`src/hdl/u2c_pkg.sv`:
```
`default_nettype none
// ---------------------------------------------------------------------------
// u2c_pkg
// Shared types and constants for the UTF-8 to code point decoder.
// ---------------------------------------------------------------------------
package u2c_pkg;

    localparam int unsigned BYTE_W    = 8;
    localparam int unsigned CP_W      = 16;
    localparam int unsigned PENDING_W = 3;

    localparam logic [CP_W-1:0]      SPACE_CP = 16'h0020;
    localparam logic [5:0]           CONT_MASK = 6'h3f;
    localparam logic [4:0]           LEAD2_MASK = 5'h1f;
    localparam logic [3:0]           LEAD3_MASK = 4'hf;

    // byte counts still to gather or to drop after a lead
    localparam logic [PENDING_W-1:0] PEND_TWO   = 3'd1;
    localparam logic [PENDING_W-1:0] PEND_THREE = 3'd2;
    localparam logic [PENDING_W-1:0] SKIP_FOUR  = 3'd3;
    localparam logic [PENDING_W-1:0] SKIP_FIVE  = 3'd4;
    localparam logic [PENDING_W-1:0] SKIP_SIX   = 3'd5;
    localparam logic [PENDING_W-1:0] PEND_MAX   = SKIP_SIX;

    typedef struct packed {
        logic [BYTE_W-1:0] in_byte;
        logic              last_byte;
    } u2c_in_t;

    typedef struct packed {
        logic [CP_W-1:0] code_point;
        logic            has_char;
        logic            end_of_string;
    } u2c_out_t;

    typedef struct packed {
        logic [PENDING_W-1:0] bytes_pending;
        logic                 skipping;
    } u2c_status_t;

endpackage : u2c_pkg
`default_nettype wire

```
`src/hdl/u2c_decode.sv`:
```
`default_nettype none
// ---------------------------------------------------------------------------
// u2c_decode
// Per-byte decode step: sequence state registers plus the combinational
// update that turns one byte into zero or one code point.
// ---------------------------------------------------------------------------
module u2c_decode (
    input  wire                   aclk,
    input  wire                   aresetn,
    input  wire                   step,
    input  u2c_pkg::u2c_in_t      item,
    output logic                  res_valid,
    output u2c_pkg::u2c_out_t     res,
    output u2c_pkg::u2c_status_t  status
);
    import u2c_pkg::*;

    logic [PENDING_W-1:0] pending_reg, pending_next;
    logic                 skipping_reg, skipping_next;
    logic [CP_W-1:0]      partial_reg, partial_next;

    logic [PENDING_W-1:0] pend_dec;
    logic [CP_W-1:0]      shifted;
    logic [BYTE_W-1:0]    b;
    logic                 last;

    assign b        = item.in_byte;
    assign last     = item.last_byte;
    assign pend_dec = pending_reg - PENDING_W'(1);
    assign shifted  = {partial_reg[CP_W-7:0], b[5:0] & CONT_MASK};

    always_comb begin
        pending_next  = pending_reg;
        skipping_next = skipping_reg;
        partial_next  = partial_reg;
        res_valid     = 1'b0;
        res           = '0;

        if (pending_reg != '0) begin
            if (skipping_reg) begin
                if (last) begin
                    pending_next  = '0;
                    skipping_next = 1'b0;
                    partial_next  = '0;
                    res_valid     = 1'b1;
                    res           = '{code_point: '0, has_char: 1'b0, end_of_string: 1'b1};
                end else begin
                    pending_next = pend_dec;
                    if (pend_dec == '0) begin
                        skipping_next = 1'b0;
                    end
                end
            end else if (pend_dec == '0) begin
                pending_next = '0;
                partial_next = '0;
                res_valid    = 1'b1;
                res          = '{code_point: shifted, has_char: 1'b1, end_of_string: last};
            end else if (last) begin
                pending_next = '0;
                partial_next = '0;
                res_valid    = 1'b1;
                res          = '{code_point: SPACE_CP, has_char: 1'b1, end_of_string: 1'b1};
            end else begin
                pending_next = pend_dec;
                partial_next = shifted;
            end
        end else if (!b[7]) begin
            partial_next = '0;
            res_valid    = 1'b1;
            res          = '{code_point: CP_W'(b), has_char: 1'b1, end_of_string: last};
        end else if (b[7:5] == 3'b110 || b[7:4] == 4'b1110) begin
            if (last) begin
                partial_next = '0;
                res_valid    = 1'b1;
                res          = '{code_point: SPACE_CP, has_char: 1'b1, end_of_string: 1'b1};
            end else if (b[5] == 1'b0) begin
                partial_next = CP_W'(b[4:0] & LEAD2_MASK);
                pending_next = PEND_TWO;
            end else begin
                partial_next = CP_W'(b[3:0] & LEAD3_MASK);
                pending_next = PEND_THREE;
            end
        end else begin
            // unsupported lead or stray continuation: space now, drop the tail
            partial_next = '0;
            res_valid    = 1'b1;
            res          = '{code_point: SPACE_CP, has_char: 1'b1, end_of_string: last};
            if (!last) begin
                skipping_next = 1'b1;
                if (b[7:3] == 5'b11110) begin
                    pending_next = SKIP_FOUR;
                end else if (b[7:2] == 6'b111110) begin
                    pending_next = SKIP_FIVE;
                end else begin
                    pending_next = SKIP_SIX;
                end
            end
        end
    end

    always_ff @(posedge aclk) begin
        if (!aresetn) begin
            pending_reg  <= '0;
            skipping_reg <= 1'b0;
            partial_reg  <= '0;
        end else if (step) begin
            pending_reg  <= pending_next;
            skipping_reg <= skipping_next;
            partial_reg  <= partial_next;
        end
    end

    assign status = '{bytes_pending: pending_reg, skipping: skipping_reg};

endmodule : u2c_decode
`default_nettype wire

```
`src/hdl/utf8_to_codepoint_decoder.sv`:
```
`default_nettype none
// ---------------------------------------------------------------------------
// utf8_to_codepoint_decoder
// UTF-8 byte stream in, 16-bit code points out.
//
// Input channel s_*: one byte per transfer with a flag on the final byte of
// the string. Result channel m_*: code point, has_char and end_of_string.
// Two-byte and three-byte sequences give a result on their final byte; lead
// and middle bytes give none. Unsupported leads and stray continuation bytes
// give a space and the following bytes of that sequence are dropped. The
// final byte of a string always gives a result with end_of_string set.
// A byte lands in the input register at the transfer edge; its result, if any,
// is written to the output register once that register is free or draining,
// and m_valid rises. Throughput: one byte per cycle while the receiver does
// not stall, set by the single decode step between the two registers.
// When the receiver stalls, the output register holds its result and the
// input register holds at most one byte, with s_ready low while it is full.
// Reset (aresetn low, synchronous) empties both registers and clears the
// sequence state.
// ---------------------------------------------------------------------------
module utf8_to_codepoint_decoder (
    input  wire                aclk,
    input  wire                aresetn,
    input  wire                s_valid,
    output logic               s_ready,
    input  u2c_pkg::u2c_in_t   s_item,
    output logic               m_valid,
    input  wire                m_ready,
    output u2c_pkg::u2c_out_t  m_item
);
    import u2c_pkg::*;

    logic        in_valid_reg;
    u2c_in_t     in_data_reg;
    logic        out_valid_reg;
    u2c_out_t    out_data_reg;

    logic        advance;
    logic        res_valid;
    u2c_out_t    res;
    u2c_status_t status;

    // advance the held byte once the output register is free or draining
    assign advance = in_valid_reg && (!out_valid_reg || m_ready);
    assign s_ready = !in_valid_reg || advance;

    u2c_decode u_decode (
        .aclk      (aclk),
        .aresetn   (aresetn),
        .step      (advance),
        .item      (in_data_reg),
        .res_valid (res_valid),
        .res       (res),
        .status    (status)
    );

    always_ff @(posedge aclk) begin
        if (!aresetn) begin
            in_valid_reg <= 1'b0;
        end else if (s_ready) begin
            in_valid_reg <= s_valid;
        end
    end

    always_ff @(posedge aclk) begin
        if (s_valid && s_ready) begin
            in_data_reg <= s_item;
        end
    end

    always_ff @(posedge aclk) begin
        if (!aresetn) begin
            out_valid_reg <= 1'b0;
        end else if (!out_valid_reg || m_ready) begin
            out_valid_reg <= advance && res_valid;
        end
    end

    always_ff @(posedge aclk) begin
        if (advance && res_valid) begin
            out_data_reg <= res;
        end
    end

    assign m_valid = out_valid_reg;
    assign m_item  = out_data_reg;

    a_skip_has_count: assert property (@(posedge aclk) disable iff (!aresetn)
        status.skipping |-> status.bytes_pending != '0)
        else $error("skipping set with no bytes left to drop");

    a_pending_range: assert property (@(posedge aclk) disable iff (!aresetn)
        status.bytes_pending <= PEND_MAX)
        else $error("pending byte count out of range");

    a_last_gives_end: assert property (@(posedge aclk) disable iff (!aresetn)
        advance && in_data_reg.last_byte |=>
            m_valid && m_item.end_of_string && status.bytes_pending == '0 && !status.skipping)
        else $error("final byte did not close the string");

    a_bare_marker_is_end: assert property (@(posedge aclk) disable iff (!aresetn)
        m_valid && !m_item.has_char |-> m_item.end_of_string)
        else $error("result without character is not an end marker");

endmodule : utf8_to_codepoint_decoder
`default_nettype wire
```
`config.mk`:
```
export PLATFORM = sky130hd
export DESIGN_NAME = utf8_to_codepoint_decoder
export DESIGN_NICKNAME = d
export VERILOG_FILES = /design/src/hdl/u2c_pkg.sv /design/src/hdl/u2c_decode.sv /design/src/hdl/utf8_to_codepoint_decoder.sv
export SDC_FILE = /design/constraint.sdc
export NUM_CORES = 1
export LEC_CHECK = 0
export BUFFER_PORTS_ARGS = -buffer_cell sky130_fd_sc_hd__buf_2
export CORE_MARGIN = 5
export CORE_UTILIZATION = 43
export DETAILED_ROUTE_END_ITERATION = 8
export PLACE_DENSITY = 0.74
export SLEW_MARGIN = 20
export SYNTH_ARGS = -nofsm -noshare
export SYNTH_HDL_FRONTEND = slang
export SYNTH_SLANG_ARGS = --single-unit
```
`constraint.sdc`:
```
create_clock -name aclk -period 3.5 [get_ports aclk]
set_input_delay 0.175 -clock aclk [delete_from_list [all_inputs] [get_ports aclk]]
set_output_delay 0.175 -clock aclk [all_outputs]
set_load 0.05 [all_outputs]
```
# [Word-level counts from Yosys, hierarchy flattened]
# Index checks and enable logic that the tools add are counted.
[word_totals] inputBits=13 output_inout_bits=20 ff_bits=43 word_cells=72
[classes] add_sub_neg=1 mux=40 eq_ne=7 reduce_logical=14
[ops] op="two-way mux 18 bit" n=4
[ops] op="two-way mux 10 bit" n=7
[ops] op="two-way mux 3 bit" n=9
[ops] op="two-way mux 8 bit" n=2
[ops] op="two-way mux 1 bit" n=15
[ops] op="two-way mux 5 bit" n=2
[ops] op="equality test 6 bit (second input constant)" n=1
[ops] op="equality test 5 bit (second input constant)" n=1
[ops] op="equality test 4 bit (second input constant)" n=1
[ops] op="inequality test 2 x 1 -> 1 bit (second input constant)" n=2
[ops] op="AND reduction 4 bit" n=1
[ops] op="equality test 3 bit (second input constant)" n=1
[ops] op="logical AND 1 bit" n=3
[ops] op="zero test 3 bit" n=1
[ops] op="logical OR 1 bit" n=3
[ops] op="inequality test 3 bit (second input constant)" n=1
[ops] op="AND reduction 3 bit" n=1
[ops] op="nonzero test 3 bit" n=1
[ops] op="subtractor 3 x 1 -> 3 bit (second input constant)" n=1
[ops] op="zero test 1 bit" n=2
[ops] op="two-way mux 2 bit" n=1
[ops] op="AND reduction 2 bit" n=1
[ops] op="nonzero test 2 bit" n=1

# [Logic depth before layout (Yosys ltp)]
# Gate-level depths: netlist of the first run.
[logic_depth] depth_word=7 depth_mapped=8 ltp_nobuf=6

# [Hierarchy]
# From an unflattened synthesis of the first run, not the netlist that was laid out.
[hier_totals] hier_cells=150 hier_area_um2=1843.0
[by_module_without_submodules] module="utf8_to_codepoint_decoder" area_each_um2=923.4 instances=1 seq_area_each_um2=850.8 cells_each=40
[by_module_without_submodules] module="u2c_decode" area_each_um2=919.6 instances=1 seq_area_each_um2=280.3 cells_each=110

# [Least setup slack after synthesis of the first run]
# No wires, ideal clock.
[synth_path] kind="flip-flop to flip-flop" start="register u_decode.pending_reg[0]" end="register out_data_reg (netlist bit m_item[0]), enable pin" t_required_ns=3.108 synth_period_minus_slack_ns=2.615 stages_incl_launch_ff=8 n_path_buf=1 slack_ns=0.885 setup_ns=0.392 arrival_ns=2.223 cell_sequence="dfxtp_1 inv_1 ha_1 or3_1 a21oi_2 buf_2 nor3_1 nor2_1"
[synth_between] elab_chain_len=6 word_cells_on_any_way=7 cone_classes="1 x add/sub; 3 x mux; 3 x reduce/logical"
[synth_lines] element="from (decl)" line_no="u2c_decode.sv:18" text="logic [PENDING_W-1:0] pending_reg, pending_next;"
[synth_lines] element="from (signal assigned)" line_no="u2c_decode.sv:107" text="pending_reg <= pending_next;"
[synth_lines] element="subtractor 3 x 1 -> 3 bit" line_no="u2c_decode.sv:29" text="assign pend_dec = pending_reg - PENDING_W'(1);"
[synth_lines] element="zero test 3 bit" line_no="u2c_decode.sv:53" text="end else if (pend_dec == '0) begin"
[synth_lines] element="two-way mux 1 bit" line_no="u2c_decode.sv:53"
[synth_lines] element="two-way mux 1 bit" line_no="u2c_decode.sv:40" text="if (skipping_reg) begin"
[synth_lines] element="two-way mux 1 bit *" line_no="u2c_decode.sv:39" text="if (pending_reg != '0) begin"
[synth_lines] element="logical AND 1 bit *" line_no="utf8_to_codepoint_decoder.sv:80" text="if (advance && res_valid) begin"
[synth_lines] element="to (signal assigned)" line_no="utf8_to_codepoint_decoder.sv:81" text="out_data_reg <= res;"
[synth_lines] element="to (decl)" line_no="utf8_to_codepoint_decoder.sv:36" text="u2c_out_t out_data_reg;"
# Every way passes the cells marked *; elsewhere a longest branch is shown, timed or not.
# A chain may end at the register's enable or synchronous reset.

# [Worst setup path in the final report of the first run]
[layout_path] start="register u_decode.pending_reg[0]" end="register out_data_reg (netlist bit m_item[12]), enable pin"
# Same word-level chain as after synthesis.

==> results of run 1 <==
cell families (layout without fill, tap and decap cells):
kind of cell,after synthesis,after routing
AND/OR/NAND/NOR,52,52
XOR/XNOR,1,1
buffers and inverters,10,46
flip-flops,43,43
multiplexers,1,1
adder cells (fa/ha/maj),3,3
AO/OA/AOI/OAI,38,38
routing by layer:
layer	wire length [um]	part of all wire	up-vias
met5	0	0	-
met4	68	0.019	0
met2	1725	0.48	48
met1	1586	0.44	582
li1	-	-	621
met3	249	0.069	7
metrics by stage:
step	instances	total power, mW	utilization	setup WS (ns)
floorplan	148	0.6954	-	0.8847
global route	234	1.214	0.5318	0.4770
CTS	234	1.176	0.5318	0.6727
global placement	226	0.7265	0.4994	0.8794
finish	234	1.167	0.5318	0.6956
detailed placement	226	0.7315	0.4994	0.7170
critical path: cells and delay by family (launching register included):
kind	cells	cell delay (ns)
buffers and inverters	2	0.40
AOI/OAI and AO/OA	1	0.43
adders and majority gates	1	0.27
DFF	1	0.39
and+or+nand+nor	3	1.02
cells in the mapped netlist, types with 2 or more instances:
| library cell | number |
|---|---|
| a211oi_1 | 3 |
| a21oi_1 | 3 |
| a22o_1 | 11 |
| a31oi_1 | 2 |
| and2_1 | 10 |
| buf_2 | 3 |
| dfxtp_1 | 16 |
| edfxtp_1 | 27 |
| ha_1 | 3 |
| inv_1 | 5 |
| nand2_1 | 5 |
| nand2b_1 | 5 |
| nand3_1 | 2 |
| nor2_1 | 8 |
| nor2b_1 | 7 |
| nor3_1 | 4 |
| nor4_1 | 2 |
| o21ai_0 | 7 |
final cells by class:
class | count | area (um^2)
Timing Repair Buffer | 33 | 167.7
Sequential cell | 43 | 1131
Clock inverter | 2 | 60.06
Multi-Input combinational cell | 95 | 660.6
Clock buffer | 6 | 72.57
Tap cell | 50 | 62.56
Inverter | 5 | 18.77
Fill cell | 371 | 1913
power groups by stage:
stage	clock (mW)	sequential [mW]	combinational [mW]
after global routing	0.479	0.583	0.153
after floorplan	0	0.625	0.0704
after detailed placement	0	0.591	0.141
after CTS	0.455	0.579	0.142
final	0.445	0.580	0.142
after global placement	0	0.589	0.137
worst paths after layout:
| path | to | from | depth (start not counted) |
|---|---|---|---|
| max | m_item[12] | u_decode.pending_reg[0] | 7 |
| min | in_data_reg[1] | s_item[1] | 1 |
| max reg2reg | m_item[12] | u_decode.pending_reg[0] | 7 |
| min reg2reg | u_decode.partial_reg[7] | u_decode.partial_reg[7] | 1 |
==> results.ini, run 1 <==
[outcome]
outcome = complete, no violations

[power]
combinationalPowerShare = 0.122
powerDensity_mw_per_mm2 = 536.8
clockPowerShare = 0.381
pwr-share-seq = 0.497
p_leak_nw = 0.8154
swShare = 0.2371
p_sw_mw = 0.2766
max-vdd-ir-drop_mv = 0.2731
p_int_mw = 0.8899

[timing]
rsz0062_at_grt = no
tightestPinTransition_ns = 0.7154
max_freq_mhz = 356.6
maxSlewHeadroom = 0.5221
min_period_ns = 2.804
final.period_utilization = 0.8013
setup_viol = 0
slew_viol_final = 0
whs_ns = 0.05011
hold_viol_final = 0
setup_tns_ns = 0
fin_worst_skew_ns = 0.006534

[critical_path]
worstPathRequired_ns = 3.50
critPathMaxStageDelay_ns = 0.50
path_cells = inv_1 -> ha_1 -> or3_1 -> a21oi_2 -> nor3_1 -> nor2_1 -> buf_4
crit_path_end_kind = flop
critPathKind = reg -> reg
critPathArrivalTime_ns = 2.80
reg2reg_setup_slack_ns = 0.70
cp_max_fo = 13
start_kind = flop
critPathSlowestCell = nor2_1

[clocking]
numCtsBuffers = 5
clock_path_buffers = 2
worstSkewPairLatency_ns = 0.29
cts_setup_buffers = 0
cts.clk_slew.worst_paths_ns = 0.08
hold_buffers = 0
cts-root-buf = clkbuf_8
cts_num_sinks = 43
cts_tree = done
cts_resized = 0
cts_htree_levels = 2

[grt]
grt_max_degree = 14
grtUsageMet3 = 0.05277
grt_util_met2 = 0.2253
grt_busiest_layer = met2
antenna_found_initial = 0
grt_first_pass_wirelength_mm = 6.016
use_met1 = 0.1810
overflow = 0
track_usage = 0.1428
first_global_vias = 1272

[logic_synthesis]
synth_fa_ha_area_frac = 0.02039
ys.flop_type = edfxtp_1
synth.distinct_cells = 43
synth_compound_area_frac = 0.1618
synthesis.nets = 164
syn-instance-count = 148
synth_edf_count = 27
ys_seq_area_frac = 0.6145
ys_ff_latch = 43
yosys.area_share.simple = 0.1666
async_flop_share = 0
synth_area_leaders = edfxtp_1 (44%), dfxtp_1 (17%), a22o_1 (5.2%)
synthMuxAreaShare = 0.005438
synth_top_family_by_area = simple AND/OR/NAND/NOR gates
synth_xor_area_frac = 0.004759
synth_top_area_share = 0.4405
yosys.area.top_type = edfxtp_1
avgSynthCellArea_um2 = 12.44
ys_warn_count = 0
syn_area_mm2 = 0.001841

[worst_hold_path]
holdCritPathClass = in -> reg

[die]
ios = 33
start_util = 0.4504
row_count = 23
coreArea_mm2 = 0.004086
die_h_um = 75.43
die_w_um = 75.43
die-area_mm2 = 0.005689

[cells_and_area]
nets = 199
largest_reg_flops = 18
syn2layout_area_growth_pct = 18.08
final_cell_mix = buf_2 (32), edfxtp_1 (27), dfxtp_1 (16)
final_cell_area_mm2 = 0.002173
layout-drive-gt1-share = 0.2554
n_antenna_cell = 0
final_common_cell = buf_2

[placed_design]
dpl.hpwl_mm = 2.683
dpl_cell_area_mm2 = 0.002041
gp_congestion = 0.9122
port_buffers = 32

[routing]
wl_per_cell_um = 15.51
vias = 1258
drc_errors = 0
drt_iter0_drc = 61
vias_per_cell = 5.376
firstDrtPassIters = 4
wirelength_mm = 3.629
ant_nets = 0

[flow_run]
drv_cap = 0

Note: power is estimated with default switching activity, not from simulation.
==> run 2: changes to the inputs <==
--- a/config.mk
+++ b/config.mk
@@ -9,7 +9,7 @@
 export CORE_MARGIN = 5
 export CORE_UTILIZATION = 43
 export DETAILED_ROUTE_END_ITERATION = 8
-export PLACE_DENSITY = 0.74
+export PLACE_DENSITY = 0.77
 export SLEW_MARGIN = 20
 export SYNTH_ARGS = -nofsm -noshare
 export SYNTH_HDL_FRONTEND = slang
==> constraint.sdc (replaced) <==
create_clock -name aclk -period 2.4 [get_ports aclk]
set_input_delay 0.12 -clock aclk [delete_from_list [all_inputs] [get_ports aclk]]
set_output_delay 0.12 -clock aclk [all_outputs]
set_load 0.05 [all_outputs]
==> results.ini, run 2 (synthesis results as in run 1) <==
[clocking]
cts_resized = 0
numCtsBuffers = 5
cts_tree = done
hold_buffers = 8
cts.clk_slew.worst_paths_ns = 0.07
worstSkewPairLatency_ns = 0.30
cts-root-buf = clkbuf_8
cts_htree_levels = 2
clock_path_buffers = 2
cts_num_sinks = 43
cts_setup_buffers = 0

[worst_hold_path]
holdCritPathClass = in -> reg

[grt]
track_usage = 0.1368
first_global_vias = 1267
antenna_found_initial = 0
grt_first_pass_wirelength_mm = 5.782
overflow = 0
grt_max_degree = 14

[routing]
drc_errors = 0
drt_iter0_drc = 78
wl_per_cell_um = 14.28
vias_per_cell = 5.265
ant_nets = 0
vias = 1290
wirelength_mm = 3.498
firstDrtPassIters = 4

[power]
p_leak_nw = 0.8395
powerDensity_mw_per_mm2 = 672.1
max-vdd-ir-drop_mv = 0.4176

[flow_run]
drv_cap = 0

[cells_and_area]
largest_reg_flops = 18
syn2layout_area_growth_pct = 21.21
final_common_cell = buf_2
final_cell_area_mm2 = 0.002231
layout-drive-gt1-share = 0.2615
fillers = 354
final_cell_mix = buf_2 (32), edfxtp_1 (27), dfxtp_1 (16)
final_cell_count_no_fill = 245
multi_input_area_um2 = 663.1
n_antenna_cell = 0
nets = 210
seq_area_mm2 = 0.001131

[timing]
fin_worst_skew_ns = 0.007204
min_period_ns = 1.947
layout_setup_ws_ns = 0.4530
whs_ns = 0.01004
setup_viol = 0
final.period_utilization = 0.8112
slew_viol_final = 0
hold_viol_final = 0
rsz0062_at_grt = no
tightestPinTransition_ns = 0.6403
maxSlewHeadroom = 0.5723
setup_tns_ns = 0
max_freq_mhz = 513.6

[critical_path]
crit_end = m_item[4]
reg2reg_setup_slack_ns = 0.45
rr_endpoint = m_item[4]
critPathArrivalTime_ns = 1.95
critPathLaunch = u_decode.pending_reg[0]
critPathKind = reg -> reg
start_kind = flop
timing.rr.start = u_decode.pending_reg[0]
crit_path_end_kind = flop
worstPathRequired_ns = 2.40
r2r_cells = 7
cp_max_fo = 9

[placed_design]
dp_cells = 229
port_buffers = 32
place_ws_ns = 0.4676
gp_congestion = 0.8998
dpl.hpwl_mm = 2.515
dpl_cell_area_mm2 = 0.002066

[die]
coreArea_mm2 = 0.004086
row_count = 23
die-area_mm2 = 0.005689
die_h_um = 75.43
die_w_um = 75.43
start_util = 0.4504
ios = 33

[outcome]
outcome = complete, no violations

## run 2: cell count changes in the layout (fill, tap and decap cells not counted)
cell           change
clkinvlp_4         +1
dlygate4sd3_1      +8
nor2_1             -1
nor2_2             +1
bufinv_16          -2
clkinv_2           +1
buf_4              +3
## run 2: cell type report
cell class	instances	share of cell area
inverter	5	0.008413
timing repair buffer	44	0.1211
multi-input combinational	95	0.2973
tap	50	0.02804
sequential	43	0.5070
clock buffer	6	0.03253
clock inverter	2	0.005609
## run 2: metal layers
metal / GRT usage / part of all wire / wire (um)
met2: 0.2196 / 0.48 / 1670
met5: 0 / 0 / 0
met1: 0.1712 / 0.44 / 1543
met4: 0.06990 / 0.018 / 64
met3: 0.03430 / 0.063 / 220
## run 2: worst min-delay path by stage
| stage | startpoint | endpoint | slack, ns | depth (start not counted) |
|---|---|---|---|---|
| 2_1_floorplan | s_item[0] | in_data_reg[0] | 0.22 | 0 |
| 3_3_place_gp | s_item[8] | in_data_reg[8] | 0.30 | 1 |
| 3_5_place_dp | s_item[1] | in_data_reg[1] | 0.30 | 1 |
| 4_1_cts | s_item[4] | in_data_reg[4] | 0.004 | 1 |
| 5_1_grt | s_item[4] | in_data_reg[4] | 0.008 | 1 |
| 6_report | s_item[4] | in_data_reg[4] | 0.01 | 1 |
## run 2: metrics by stage
step           power (mW)    util
5_1_grt             1.560  0.5459
2_1_floorplan       1.015       -
4_1_cts             1.510  0.5459
3_5_place_dp        1.071  0.5055
6_report            1.499  0.5459
3_3_place_gp        1.068  0.5055
## run 2: report_power, final
group          total [mW]  internal, mW  switching, mW
clock network       0.435         0.203          0.233
logic               0.219        0.0741          0.145
registers           0.845         0.822         0.0230
total                1.50          1.10          0.401
## run 2: critical path, stage by stage (launching register included)
cell,delay [ns]
dfxtp_1,0.38
inv_1,0.09
ha_1,0.26
or3_1,0.37
a21oi_2,0.15
nor3_1,0.08
nor2_2,0.13
buf_4,0.20
